[src/sv/sdrs_pkg.sv]
// ----------------------------------------------------------------------------
// sdrs_pkg: shared types and constants of the disk request scheduler
// Field widths, request and result codes, and the slot record layout.
// ----------------------------------------------------------------------------
`default_nettype none

package sdrs_pkg;

    localparam int QUEUE_DEPTH_DEF = 16;

    localparam int BLOCK_W = 20;
    localparam int PRIO_W  = 2;
    localparam int TAG_W   = 16;
    localparam int ROT_W   = 16;
    localparam int LAT_W   = 21;
    localparam int SUM_W   = 48;
    localparam int CNT_W   = 32;
    localparam int SCORE_W = BLOCK_W + PRIO_W;

    localparam int S_DATA_W = 40;
    localparam int M_DATA_W = 144;
    localparam int M_PAD_W  = M_DATA_W - (BLOCK_W + 1 + PRIO_W + TAG_W + LAT_W + SUM_W + CNT_W);

    typedef enum logic {
        OP_ENQ  = 1'b0,
        OP_DISP = 1'b1
    } t_op;

    typedef enum logic [1:0] {
        ST_ENQUEUED   = 2'd0,
        ST_FULL       = 2'd1,
        ST_DISPATCHED = 2'd2,
        ST_EMPTY      = 2'd3
    } t_status;

    typedef enum logic {
        REG_POLICY = 1'b0,
        REG_ROT    = 1'b1
    } t_reg;

    typedef struct packed {
        logic [TAG_W-1:0]   tag;
        logic [PRIO_W-1:0]  prio;
        logic               wr;
        logic [BLOCK_W-1:0] blk;
    } t_slot;

    typedef struct packed {
        logic               found;
        logic [BLOCK_W-1:0] seek;
        t_slot              slot;
    } t_best;

endpackage

`default_nettype wire

[src/sv/sdrs_ram.sv]
// ----------------------------------------------------------------------------
// sdrs_ram: generic simple dual-port RAM
// One write port, one read port with registered read data.
// ----------------------------------------------------------------------------
`default_nettype none

module sdrs_ram #(
    parameter int WIDTH = 8,
    parameter int DEPTH = 16
) (
    input  wire logic                     i_clk,
    input  wire logic                     i_we,
    input  wire logic [$clog2(DEPTH)-1:0] i_waddr,
    input  wire logic [WIDTH-1:0]         i_wdata,
    input  wire logic [$clog2(DEPTH)-1:0] i_raddr,
    output logic      [WIDTH-1:0]         o_rdata
);

    logic [WIDTH-1:0] r_mem [DEPTH];
    logic [WIDTH-1:0] r_rdata;

    always_ff @(posedge i_clk) begin
        if (i_we) begin
            r_mem[i_waddr] <= i_wdata;
        end
        r_rdata <= r_mem[i_raddr];
    end

    assign o_rdata = r_rdata;

endmodule

`default_nettype wire

[src/sv/sdrs_score.sv]
// ----------------------------------------------------------------------------
// sdrs_score: seek score and best-slot tracker
// Scores one slot a cycle while i_cmp is set and keeps the lowest-scoring slot seen so far.
// ----------------------------------------------------------------------------
`default_nettype none

module sdrs_score #(
    parameter int IDX_W = 4
) (
    input  wire logic                         i_clk,
    input  wire logic                         i_rst_n,
    input  wire logic                         i_clear,
    input  wire logic                         i_cmp,
    input  wire logic [IDX_W-1:0]             i_idx,
    input  wire sdrs_pkg::t_slot              i_slot,
    input  wire logic [sdrs_pkg::BLOCK_W-1:0] i_head,
    input  wire logic                         i_policy,
    output sdrs_pkg::t_best                   o_best,
    output logic      [IDX_W-1:0]             o_best_idx
);

    logic                         r_found;
    logic [sdrs_pkg::BLOCK_W-1:0] r_dist;
    sdrs_pkg::t_slot              r_slot;
    logic [sdrs_pkg::SCORE_W-1:0] r_score;
    logic [IDX_W-1:0]             r_idx;

    logic [sdrs_pkg::BLOCK_W-1:0] w_dist;
    logic [sdrs_pkg::SCORE_W-1:0] w_score;
    logic                         w_take;

    always_comb begin
        w_dist  = (i_slot.blk >= i_head) ? (i_slot.blk - i_head) : (i_head - i_slot.blk);
        w_score = i_policy ? {w_dist, i_slot.prio} : '0;
        w_take  = i_cmp && (!r_found || (w_score < r_score));
    end

    always_ff @(posedge i_clk) begin
        if (!i_rst_n || i_clear) begin
            r_found <= 1'b0;
        end else if (w_take) begin
            r_found <= 1'b1;
        end
        if (w_take) begin
            r_dist  <= w_dist;
            r_slot  <= i_slot;
            r_score <= w_score;
            r_idx   <= i_idx;
        end
    end

    assign o_best     = '{found: r_found, seek: r_dist, slot: r_slot};
    assign o_best_idx = r_idx;

endmodule

`default_nettype wire

[src/sv/sstf_fcfs_disk_request_scheduler.sv]
// ----------------------------------------------------------------------------
// sstf_fcfs_disk_request_scheduler: table-based disk request scheduler
// Stores pending requests, dispatches lowest slot or shortest seek first,
// and keeps saturating latency and dispatch totals.
// ----------------------------------------------------------------------------
//  channel | dir | beat contents
//  s_axis  | in  | tuser: op; tdata: block_no, is_write, prio, buffer_tag
//  m_axis  | out | tuser: status; tdata: out_block .. served_total
//  apb     | in  | 0x0 policy, 0x4 rot_delay
//
//  Enqueue: take the beat, then test one slot a cycle until a free slot is found
//  or the last slot is reached, then load the result once the output is free.
//  Dispatch: scan every slot, one a cycle, through the table's single read port
//  and the score unit, then load the result once the output is free.
//  Reset empties the table at once through the valid bits; no clearing pass.
//  A waiting result holds in the output register; a new beat is taken meanwhile.
// ----------------------------------------------------------------------------
`default_nettype none

module sstf_fcfs_disk_request_scheduler #(
    parameter int QUEUE_DEPTH = sdrs_pkg::QUEUE_DEPTH_DEF
) (
    input  wire logic                          i_clk,
    input  wire logic                          i_rst_n,
    input  wire logic                          i_s_axis_tvalid,
    output logic                               o_s_axis_tready,
    // [19:0] block_no, [20] is_write, [22:21] prio, [38:23] buffer_tag
    input  wire logic [sdrs_pkg::S_DATA_W-1:0] i_s_axis_tdata,
    // [0] op
    input  wire logic                          i_s_axis_tuser,
    output logic                               o_m_axis_tvalid,
    input  wire logic                          i_m_axis_tready,
    // [19:0] out_block, [20] out_write, [22:21] out_prio, [38:23] out_tag,
    // [59:39] latency, [107:60] sum_latency, [139:108] served_total
    output logic      [sdrs_pkg::M_DATA_W-1:0] o_m_axis_tdata,
    // [1:0] status
    output logic      [1:0]                    o_m_axis_tuser,
    input  wire logic                          psel,
    input  wire logic                          penable,
    input  wire logic                          pwrite,
    input  wire logic [2:0]                    paddr,
    input  wire logic [31:0]                   pwdata,
    output logic      [31:0]                   prdata,
    output logic                               pready
);

    localparam int IDX_W = $clog2(QUEUE_DEPTH);
    localparam logic [IDX_W-1:0] LAST_IDX = IDX_W'(QUEUE_DEPTH - 1);

    typedef enum logic [3:0] {
        S_IDLE = 4'b0001,
        S_SCAN = 4'b0010,
        S_LAST = 4'b0100,
        S_FIN  = 4'b1000
    } t_state;

    t_state                        r_state, n_state;
    sdrs_pkg::t_op                 r_op;
    sdrs_pkg::t_slot               r_req;
    logic [IDX_W-1:0]              r_idx;
    logic [IDX_W-1:0]              r_cmp_idx;
    logic                          r_cmp_vld;
    logic                          r_free_found;
    logic [QUEUE_DEPTH-1:0]        r_valid;
    logic [sdrs_pkg::BLOCK_W-1:0]  r_head;
    logic [sdrs_pkg::SUM_W-1:0]    r_accum, n_accum;
    logic [sdrs_pkg::CNT_W-1:0]    r_count, n_count;
    logic                          r_policy;
    logic [sdrs_pkg::ROT_W-1:0]    r_rot;
    logic                          r_m_tvalid;
    logic [sdrs_pkg::M_DATA_W-1:0] r_m_tdata;
    logic [1:0]                    r_m_tuser;

    logic                          w_s_accept;
    logic                          w_out_free;
    logic                          w_slot_free;
    logic                          w_idx_last;
    logic                          w_ram_we;
    logic [$bits(sdrs_pkg::t_slot)-1:0] w_ram_rdata;
    sdrs_pkg::t_slot               w_rd_slot;
    sdrs_pkg::t_best               w_best;
    logic [IDX_W-1:0]              w_best_idx;
    logic [sdrs_pkg::LAT_W-1:0]    w_lat;
    logic [sdrs_pkg::SUM_W:0]      w_sum;
    logic                          w_disp_hit;
    sdrs_pkg::t_status             w_status;
    sdrs_pkg::t_slot               w_out_slot;
    logic [sdrs_pkg::LAT_W-1:0]    w_out_lat;
    logic                          w_cfg_wr;

    assign o_s_axis_tready = (r_state == S_IDLE);
    assign w_s_accept      = i_s_axis_tvalid && o_s_axis_tready;
    assign w_out_free      = !r_m_tvalid || i_m_axis_tready;
    assign w_slot_free     = !r_valid[r_idx];
    assign w_idx_last      = (r_idx == LAST_IDX);
    assign w_ram_we        = (r_state == S_SCAN) && (r_op == sdrs_pkg::OP_ENQ) && w_slot_free;
    assign w_rd_slot       = sdrs_pkg::t_slot'(w_ram_rdata);

    sdrs_ram #(
        .WIDTH ($bits(sdrs_pkg::t_slot)),
        .DEPTH (QUEUE_DEPTH)
    ) u_slot_ram (
        .i_clk   (i_clk),
        .i_we    (w_ram_we),
        .i_waddr (r_idx),
        .i_wdata (r_req),
        .i_raddr (r_idx),
        .o_rdata (w_ram_rdata)
    );

    sdrs_score #(
        .IDX_W (IDX_W)
    ) u_score (
        .i_clk      (i_clk),
        .i_rst_n    (i_rst_n),
        .i_clear    (w_s_accept),
        .i_cmp      (r_cmp_vld),
        .i_idx      (r_cmp_idx),
        .i_slot     (w_rd_slot),
        .i_head     (r_head),
        .i_policy   (r_policy),
        .o_best     (w_best),
        .o_best_idx (w_best_idx)
    );

    always_comb begin
        n_state = r_state;
        unique case (r_state)
            S_IDLE: begin
                if (w_s_accept) begin
                    n_state = S_SCAN;
                end
            end
            S_SCAN: begin
                if (r_op == sdrs_pkg::OP_ENQ) begin
                    if (w_slot_free || w_idx_last) begin
                        n_state = S_FIN;
                    end
                end else if (w_idx_last) begin
                    n_state = S_LAST;
                end
            end
            S_LAST: begin
                n_state = S_FIN;
            end
            S_FIN: begin
                if (w_out_free) begin
                    n_state = S_IDLE;
                end
            end
            default: begin
                n_state = S_IDLE;
            end
        endcase
    end

    always_comb begin
        w_disp_hit = (r_op == sdrs_pkg::OP_DISP) && w_best.found;
        w_lat      = {1'b0, w_best.seek} + sdrs_pkg::LAT_W'(r_rot);
        w_sum      = {1'b0, r_accum} + (sdrs_pkg::SUM_W + 1)'(w_lat);
        n_accum    = w_sum[sdrs_pkg::SUM_W] ? '1 : w_sum[sdrs_pkg::SUM_W-1:0];
        n_count    = (&r_count) ? r_count : r_count + 1'b1;
        w_out_slot = w_best.slot;
        w_out_lat  = w_lat;
        if (r_op == sdrs_pkg::OP_ENQ) begin
            w_status = r_free_found ? sdrs_pkg::ST_ENQUEUED : sdrs_pkg::ST_FULL;
        end else begin
            w_status = w_best.found ? sdrs_pkg::ST_DISPATCHED : sdrs_pkg::ST_EMPTY;
        end
        if (!w_disp_hit) begin
            w_out_slot = '0;
            w_out_lat  = '0;
            n_accum    = r_accum;
            n_count    = r_count;
        end
    end

    always_ff @(posedge i_clk) begin
        if (!i_rst_n) begin
            r_state <= S_IDLE;
        end else begin
            r_state <= n_state;
        end
    end

    always_ff @(posedge i_clk) begin
        if (w_s_accept) begin
            r_op        <= sdrs_pkg::t_op'(i_s_axis_tuser);
            r_req.blk   <= i_s_axis_tdata[19:0];
            r_req.wr    <= i_s_axis_tdata[20];
            r_req.prio  <= i_s_axis_tdata[22:21];
            r_req.tag   <= i_s_axis_tdata[38:23];
        end
    end

    always_ff @(posedge i_clk) begin
        if (!i_rst_n) begin
            r_idx        <= '0;
            r_cmp_idx    <= '0;
            r_cmp_vld    <= 1'b0;
            r_free_found <= 1'b0;
        end else begin
            r_cmp_vld <= (r_state == S_SCAN) && (r_op == sdrs_pkg::OP_DISP) && !w_slot_free;
            r_cmp_idx <= r_idx;
            if (w_s_accept) begin
                r_idx        <= '0;
                r_free_found <= 1'b0;
            end else if (r_state == S_SCAN) begin
                if (w_ram_we) begin
                    r_free_found <= 1'b1;
                end else if (!w_idx_last) begin
                    r_idx <= r_idx + 1'b1;
                end
            end
        end
    end

    always_ff @(posedge i_clk) begin
        if (!i_rst_n) begin
            r_valid <= '0;
            r_head  <= '0;
            r_accum <= '0;
            r_count <= '0;
        end else begin
            if (w_ram_we) begin
                r_valid[r_idx] <= 1'b1;
            end
            if ((r_state == S_FIN) && w_out_free && w_disp_hit) begin
                r_valid[w_best_idx] <= 1'b0;
                r_head              <= w_best.slot.blk;
                r_accum             <= n_accum;
                r_count             <= n_count;
            end
        end
    end

    always_ff @(posedge i_clk) begin
        if (!i_rst_n) begin
            r_m_tvalid <= 1'b0;
        end else if ((r_state == S_FIN) && w_out_free) begin
            r_m_tvalid <= 1'b1;
        end else if (i_m_axis_tready) begin
            r_m_tvalid <= 1'b0;
        end
        if ((r_state == S_FIN) && w_out_free) begin
            r_m_tuser <= w_status;
            r_m_tdata <= {{sdrs_pkg::M_PAD_W{1'b0}}, n_count, n_accum, w_out_lat,
                          w_out_slot.tag, w_out_slot.prio, w_out_slot.wr, w_out_slot.blk};
        end
    end

    assign o_m_axis_tvalid = r_m_tvalid;
    assign o_m_axis_tdata  = r_m_tdata;
    assign o_m_axis_tuser  = r_m_tuser;

    assign pready   = 1'b1;
    assign w_cfg_wr = psel && penable && pwrite && pready;

    always_ff @(posedge i_clk) begin
        if (!i_rst_n) begin
            r_policy <= 1'b0;
            r_rot    <= '0;
        end else if (w_cfg_wr) begin
            unique case (sdrs_pkg::t_reg'(paddr[2]))
                sdrs_pkg::REG_POLICY: r_policy <= pwdata[0];
                sdrs_pkg::REG_ROT:    r_rot    <= pwdata[sdrs_pkg::ROT_W-1:0];
                default: begin
                end
            endcase
        end
    end

    always_comb begin
        unique case (sdrs_pkg::t_reg'(paddr[2]))
            sdrs_pkg::REG_POLICY: prdata = {31'd0, r_policy};
            sdrs_pkg::REG_ROT:    prdata = {{(32 - sdrs_pkg::ROT_W){1'b0}}, r_rot};
            default:              prdata = '0;
        endcase
    end

endmodule

`default_nettype wire

[config.mk]
export PLATFORM = sky130hd
export DESIGN_NAME = sstf_fcfs_disk_request_scheduler
export DESIGN_NICKNAME = d
export VERILOG_FILES = /design/src/sv/sdrs_pkg.sv /design/src/sv/sdrs_ram.sv /design/src/sv/sdrs_score.sv /design/src/sv/sstf_fcfs_disk_request_scheduler.sv
export SDC_FILE = /design/constraint.sdc
export NUM_CORES = 1
export LEC_CHECK = 0
export BUFFER_PORTS_ARGS = -buffer_cell sky130_fd_sc_hd__buf_2
export CAP_MARGIN = 5
export CORE_MARGIN = 4
export CORE_UTILIZATION = 40
export CTS_BUF_LIST = sky130_fd_sc_hd__clkbuf_8
export DETAILED_ROUTE_END_ITERATION = 6
export PLACE_DENSITY = 0.64
export SLEW_MARGIN = 20
export SYNTH_ARGS = -nofsm -noshare
export SYNTH_HDL_FRONTEND = slang
export SYNTH_SLANG_ARGS = --single-unit
[constraint.sdc]
create_clock -name i_clk -period 24 [get_ports i_clk]
set_input_delay 7.2 -clock i_clk [delete_from_list [all_inputs] [get_ports i_clk]]
set_output_delay 7.2 -clock i_clk [all_outputs]
set_load 0.005 [all_outputs]
==> flow_metrics.tcl, run 1 <==
set metrics [dict create \
    outcome "complete, no violations" \
    gp_congestion 0.891 \
    cts_max_path_buffers 3 \
    crit_chain "buf_2 > nand2_1 > o21ai_0 > buf_2" \
    async_reset_ff_share_pct 0 \
    area_delta_synth_final_pct 13.8 \
    routedWlPerCell_um 21.4 \
    grt_pass1_vias 25300 \
    max_slew.worst_pin.slew_ns 1.07 \
    synth_cell_types 92 \
    cts_setup_buffers 0 \
    seqCellArea_um2 30500 \
    die_w_um 344 \
    hold_viol_final 0 \
    crit_fanout 21 \
    dr.pass1.iters 5 \
    core_area_um2 112000 \
    worstSetupPathType "in2out" \
    path_clk_slew_ns 0.06 \
    netlist_area_um2 45200 \
    ys_ff_latch 1079 \
    fp.dieH_um 344 \
    worst_path_max_delay_cell "buf_2" \
    dp_hpwl_mm 62.2 \
    final_common_cell "edfxtp_1" \
    port_buffers 223 \
    drt-total-wl_mm 104 \
    synth_warnings 0 \
    cp-end-kind "primary output" \
    crit_top_cell "buf_2" \
    cts_root_buffer "clkbuf_8" \
    numCtsBuffers 172 \
    setup_violations 0 \
    synth_area_leader_cell "edfxtp_1" \
    arrival_ns 7.82 \
    route.detailed.drc 0 \
    grt_max_degree 103 \
    vias 25600 \
    ant_nets 0 \
    start_util_pct 40.2 \
    reg2reg_slack_ns 17.55 \
    grt_use_total_pct 17.5 \
    path_buf_inv 2 \
    die_area_um2 118000 \
    synthFlopType "edfxtp_1" \
    cp_top_family "buffers and inverters" \
    fillCellCount 9809 \
    rsz0062_at_grt "false" \
    cts_tree "yes" \
    multi_input_area_um2 13700 \
    tns_ns 0 \
    insertion_delay_ns 0.86 \
    final_cell_mix "891 x edfxtp_1, 228 x nand2_1, 223 x buf_2" \
    period_share_pct 62.6 \
    yosysTopAreaCellShare_pct 59.2 \
    drt-initial-drc-count 2025 \
    hold_buffers 0 \
    ctsHtreeMaxLevel 4 \
    grt_pass1_wl_mm 157 \
    hp-class "reg2reg" \
    viasPerCell 5.26 \
    critPathMaxStageDelay_ns 0.30 \
    max_freq_ghz 0.0666 \
    cts_sinks 1079 \
    synth_edf_count 891 \
    drv_cap 0 \
    irDropWorstVdd_v 0.0000475 \
    io_pins 264 \
    ctsResizeCount 0 \
    critPathLaunchType "input port" \
    power-per-cell-area_nw_per_um2 71.9 \
    synthCells 2925 \
    power_leakage_nw 17.8 \
    final_util_pct 45.7 \
    rows 123 \
    timing.final.max_slew_violations 0 \
    gr-total-overflow 0 \
    ys_seq_area_share_pct 67.6 \
    slew-limit-headroom_pct 28.4 \
    required_ns 16.80 \
    skew_ns 0.0489 \
    syn_avg_cell_area_um2 15.4 \
    layout-drive-gt1-share_pct 22.9 \
    fin_nets 3404 \
    final.min_clock_period_ns 15.02 \
    antenna_found_initial 6 \
    netlist_top_cells_area "edfxtp_1 59%, mux4_2 10%, dfxtp_1 8.3%" \
]
==> per-layer routing <==
| layer | vias up | track usage [%] | part of all wire, % |
|---|---|---|---|
| met3 | 140 | 3.23 | 5.6 |
| met5 | - | 0 | 0.0096 |
| met1 | 12800 | 24.5 | 45 |
| met4 | 2 | 4.79 | 1.7 |
| met2 | 798 | 28.2 | 48 |
| li1 | 11800 | - | - |
==> sequential cells by signal, indices dropped and copies added (netlist names), 2 cells and up <==
name                count
u_score.r_score        22
r_state                 4
r_count                32
r_accum                48
u_score.o_best_idx      4
r_valid                16
u_score.r_dist         20
r_head                 20
r_idx                   4
r_cmp_idx               4
r_req                  39
u_score.o_best         39
o_m_axis_tuser          2
r_rot                  16
u_slot_ram.o_rdata     39
o_m_axis_tdata        140
u_slot_ram.r_mem      624
==> final timing paths <==
check / from / endpoint / cells past startpoint
worst max-delay path: paddr[2] / prdata[0] / 4
worst min-delay path: u_slot_ram.o_rdata[31] / u_score.o_best[31] / 0
worst max register to register: r_head[13] / u_score.o_best[26] / 19
worst min register to register: u_slot_ram.o_rdata[31] / u_score.o_best[31] / 0
==> where the power goes <==
part,internal (mW),switching [mW]
Sequential,2.05,0.0296
Clock,0.803,0.736
Combinational,0.0281,0.0475
Total,2.88,0.813
==> metrics by stage <==
stage	cell area (um2)	hold slack (ns)	setup slack [ns]	cells	total power, mW
global route	51400	0.388	8.88	4857	3.85
finish	51400	0.378	8.98	4860	3.69
detailed placement	47900	0.389	8.96	4541	2.20
CTS	51400	0.375	8.96	4856	3.74
floorplan	45200	0.386	8.03	2944	2.16
global placement	47900	0.386	9.00	4541	2.19
==> Yosys cell counts, drive strengths merged, types with 5 or more instances <==
| library cell | number |
|---|---|
| edfxtp | 891 |
| nand2 | 232 |
| mux4 | 200 |
| dfxtp | 188 |
| a21oi | 142 |
| nor2 | 128 |
| inv | 105 |
| ha | 102 |
| o21ai | 101 |
| clkbuf | 93 |
| xnor2 | 87 |
| buf | 69 |
| and2 | 66 |
| nand3 | 62 |
| nor3 | 54 |
| and3 | 53 |
| xor2 | 44 |
| a21o | 37 |
| a211oi | 21 |
| nand4 | 20 |
| a31oi | 19 |
| o211ai | 18 |
| and4 | 15 |
| o21a | 15 |
| o221a | 15 |
| nand2b | 12 |
| or3 | 12 |
| mux2i | 11 |
| nor4 | 11 |
| nor2b | 9 |
| a311oi | 8 |
| or2 | 7 |
| a2111oi | 6 |
| a221oi | 5 |
| a41oi | 5 |
| mux2 | 5 |
| o21bai | 5 |
==> kinds of logic (layout without fill, tap and decap cells) <==
family                   after synthesis  after routing  share of synthesized area [%]
AND/OR/NAND/NOR                      696            696                           7.73
buffers and inverters                267            679                           2.50
multiplexers                         216            216                           10.3
XOR/XNOR                             131            131                           2.54
adder cells (fa/ha/maj)              106            106                           3.00
flip-flops                          1079           1079                           67.6
other                                  2             25                         0.0166
AO/OA/AOI/OAI                        428            428                           6.29
==> cell type report <==
type / count / share of cell area, %
diodes: 4 / 0.0195
multi-input cells: 1598 / 26.7
flip-flops and latches: 1079 / 59.4
repair buffers: 259 / 2.72
inverters: 105 / 0.770
clock buffers: 189 / 5.06
well taps: 1500 / 3.65
clock inverters: 126 / 1.61
Power figures use the tool's default switching activity.
==> inputs of run 2 (changes only) <==
ABC_AREA = 1   (was not set)
PLACE_DENSITY = 0.66   (was 0.64)
clock period = 12.2 ns   (was 24 ns; I/O delays follow)
==> flow_metrics.tcl, run 2 <==
set metrics [dict create \
    netlist_area_um2 47500 \
    port_buffers 223 \
    path_buf_inv 2 \
    crit_fanout 20 \
    drt-initial-drc-count 3064 \
    synth_area_leader_cell "edfxtp_1" \
    synthCells 4608 \
    start_util_pct 40.3 \
    outcome "complete, but fails checks" \
    io_pins 264 \
    synth_edf_count 891 \
    cp_top_family "buffers and inverters" \
    power_frac_seq_pct 55.6 \
    top_register "u_slot_ram.r_mem" \
    final_common_cell "edfxtp_1" \
    final_cell_mix "891 x edfxtp_1, 773 x nand2_1, 669 x nor2_1" \
    cts_root_buffer "clkbuf_8" \
    area_delta_synth_final_pct 12.8 \
    core_area_um2 118000 \
    pwr-share-clk_pct 41.5 \
    cts_max_path_buffers 3 \
    cts_setup_buffers 0 \
    numCtsBuffers 177 \
    netlist_top_cells_area "edfxtp_1 56%, dfxtp_1 7.9%, nand2_1 6.1%" \
    largest_reg_flops 624 \
    fp.dieH_um 353 \
    drv_cap 0 \
    layout-drive-gt1-share_pct 11.5 \
    synth.most_common_cell "edfxtp_1" \
    violations "DRC" \
    crit_top_cell "buf_2" \
    synthFlopType "edfxtp_1" \
    grt_use_total_pct 19.5 \
    slew-limit-headroom_pct 31.0 \
    drt-total-wl_mm 124 \
    setup_violations 0 \
    power-per-cell-area_nw_per_um2 137 \
    ctsResizeCount 0 \
    ys_ff_latch 1079 \
    dp_worst_setup_slack_ns 4.04 \
    worst_path_max_delay_cell "o21ai_0" \
    crit_chain "buf_2 > o21ai_0 > buf_2" \
    skew_ns 0.0521 \
    max_freq_ghz 0.124 \
    period_share_pct 65.9 \
    switching_power_mw 1.67 \
    vias 33800 \
    rsz0062_at_grt "false" \
    gp_congestion 0.897 \
    setup_slack_ns 4.16 \
    insertion_delay_ns 0.90 \
    p_sw_share_pct 22.8 \
    synth_warnings 0 \
    p_int_mw 5.66 \
    dr.pass1.iters 7 \
    routedWlPerCell_um 19.0 \
    max_slew.worst_pin.slew_ns 1.03 \
    fin_nets 5037 \
    timing.final.max_slew_violations 0 \
    cp-startpoint "paddr[2]" \
    ys_seq_area_share_pct 64.2 \
    hold_viol_final 0 \
    gr-total-overflow 0 \
    tns_ns 0 \
    dp_hpwl_mm 74.6 \
    yosysTopAreaCellShare_pct 56.3 \
    worstSetupPathType "in2out" \
    irDropWorstVdd_v 0.000118 \
    critPathMaxStageDelay_ns 0.32 \
    ctsHtreeMaxLevel 4 \
    cp-end-kind "primary output" \
    die_area_um2 124000 \
    synth_top_cells_by_count "891 x edfxtp_1, 775 x nand2_1, 686 x nor2_1" \
    hold_buffers 0 \
    timing.rr.start "r_idx[0]" \
    combPwrFrac_pct 2.9 \
    cts_sinks 1079 \
    async_reset_ff_share_pct 0 \
    rows 126 \
    cts_tree "yes" \
    grt_pass1_wl_mm 190 \
    grt_max_degree 167 \
    synth_cell_types 51 \
    die_w_um 353 \
    worstHoldStart "u_slot_ram.o_rdata[31]" \
    grt_pass1_vias 32000 \
    antenna_found_initial 8 \
    final.min_clock_period_ns 8.04 \
    syn_avg_cell_area_um2 10.3 \
    viasPerCell 5.18 \
    power_leakage_nw 21.3 \
    path_clk_slew_ns 0.06 \
    route.detailed.drc 5 \
    required_ns 8.54 \
    critPathLaunchType "input port" \
    hp-class "reg2reg" \
    ant_nets 0 \
    arrival_ns 4.38 \
]
run 2: through the flow:
stage               total power, mW  cell area, um2  std cells  util (%)  hold WS [ns]
detailed placement             4.37           50200       6204      42.5         0.389
floorplan                      4.27           47600       4627         -         0.386
finish                         7.33           53700       6538      45.4         0.398
global placement               4.36           50200       6204      42.5         0.387
CTS                            7.41           53600       6530      45.4         0.397
global route                   7.62           53600       6533      45.4         0.406
run 2: cells by family after synthesis:
group | after synthesis | share of synthesized area [%]
DFF | 1079 | 64.2
buffers and inverters | 678 | 5.66
other | 2 | 0.0158
adders and majority gates | 106 | 2.85
AOI/OAI and AO/OA | 905 | 10.4
xor gates and xnor gates | 82 | 1.51
and+or+nand+nor | 1756 | 15.3
run 2: final cells by class:
type | count | area (um2)
fillers | 10900 | 64400
flip-flops and latches | 1079 | 30500
multi-input cells | 2870 | 14600
clock buffers | 196 | 2700
well taps | 1536 | 1920
inverters | 456 | 1720
repair buffers | 264 | 1440
clock inverters | 130 | 741
diodes | 7 | 17.5
run 2: worst paths after layout:
check	end	slack, ns	cells past startpoint
min reg2reg	u_score.o_best[31]	0.40	0
min	u_score.o_best[31]	0.40	0
max	prdata[0]	4.16	3
max reg2reg	u_slot_ram.r_mem[6][30]	6.54	13
run 2: layer usage:
| layer | GRT usage, % | vias up | share of wire [%] |
|---|---|---|---|
| met5 | 0 | - | 0 |
| li1 | - | 16300 | - |
| met2 | 32.0 | 1124 | 48 |
| met3 | 3.47 | 183 | 6.8 |
| met4 | 5.68 | 0 | 2.0 |
| met1 | 26.7 | 16200 | 44 |
run 2: power groups by stage:
stage | Combinational (mW) | Clock, mW | Sequential, mW
final | 0.210 | 3.04 | 4.08
after global routing | 0.236 | 3.30 | 4.08
after CTS | 0.212 | 3.12 | 4.08
after detailed placement | 0.211 | 0 | 4.16
after global placement | 0.208 | 0 | 4.15
after floorplan | 0.141 | 0 | 4.13
run 2: worst reg2reg max path, delay by kind of cell (launching register included):
family          cells  cell delay (ns)
buf+inv             4             2.58
compound gates      2             0.32
simple gates        7             1.66
flops               1             0.72
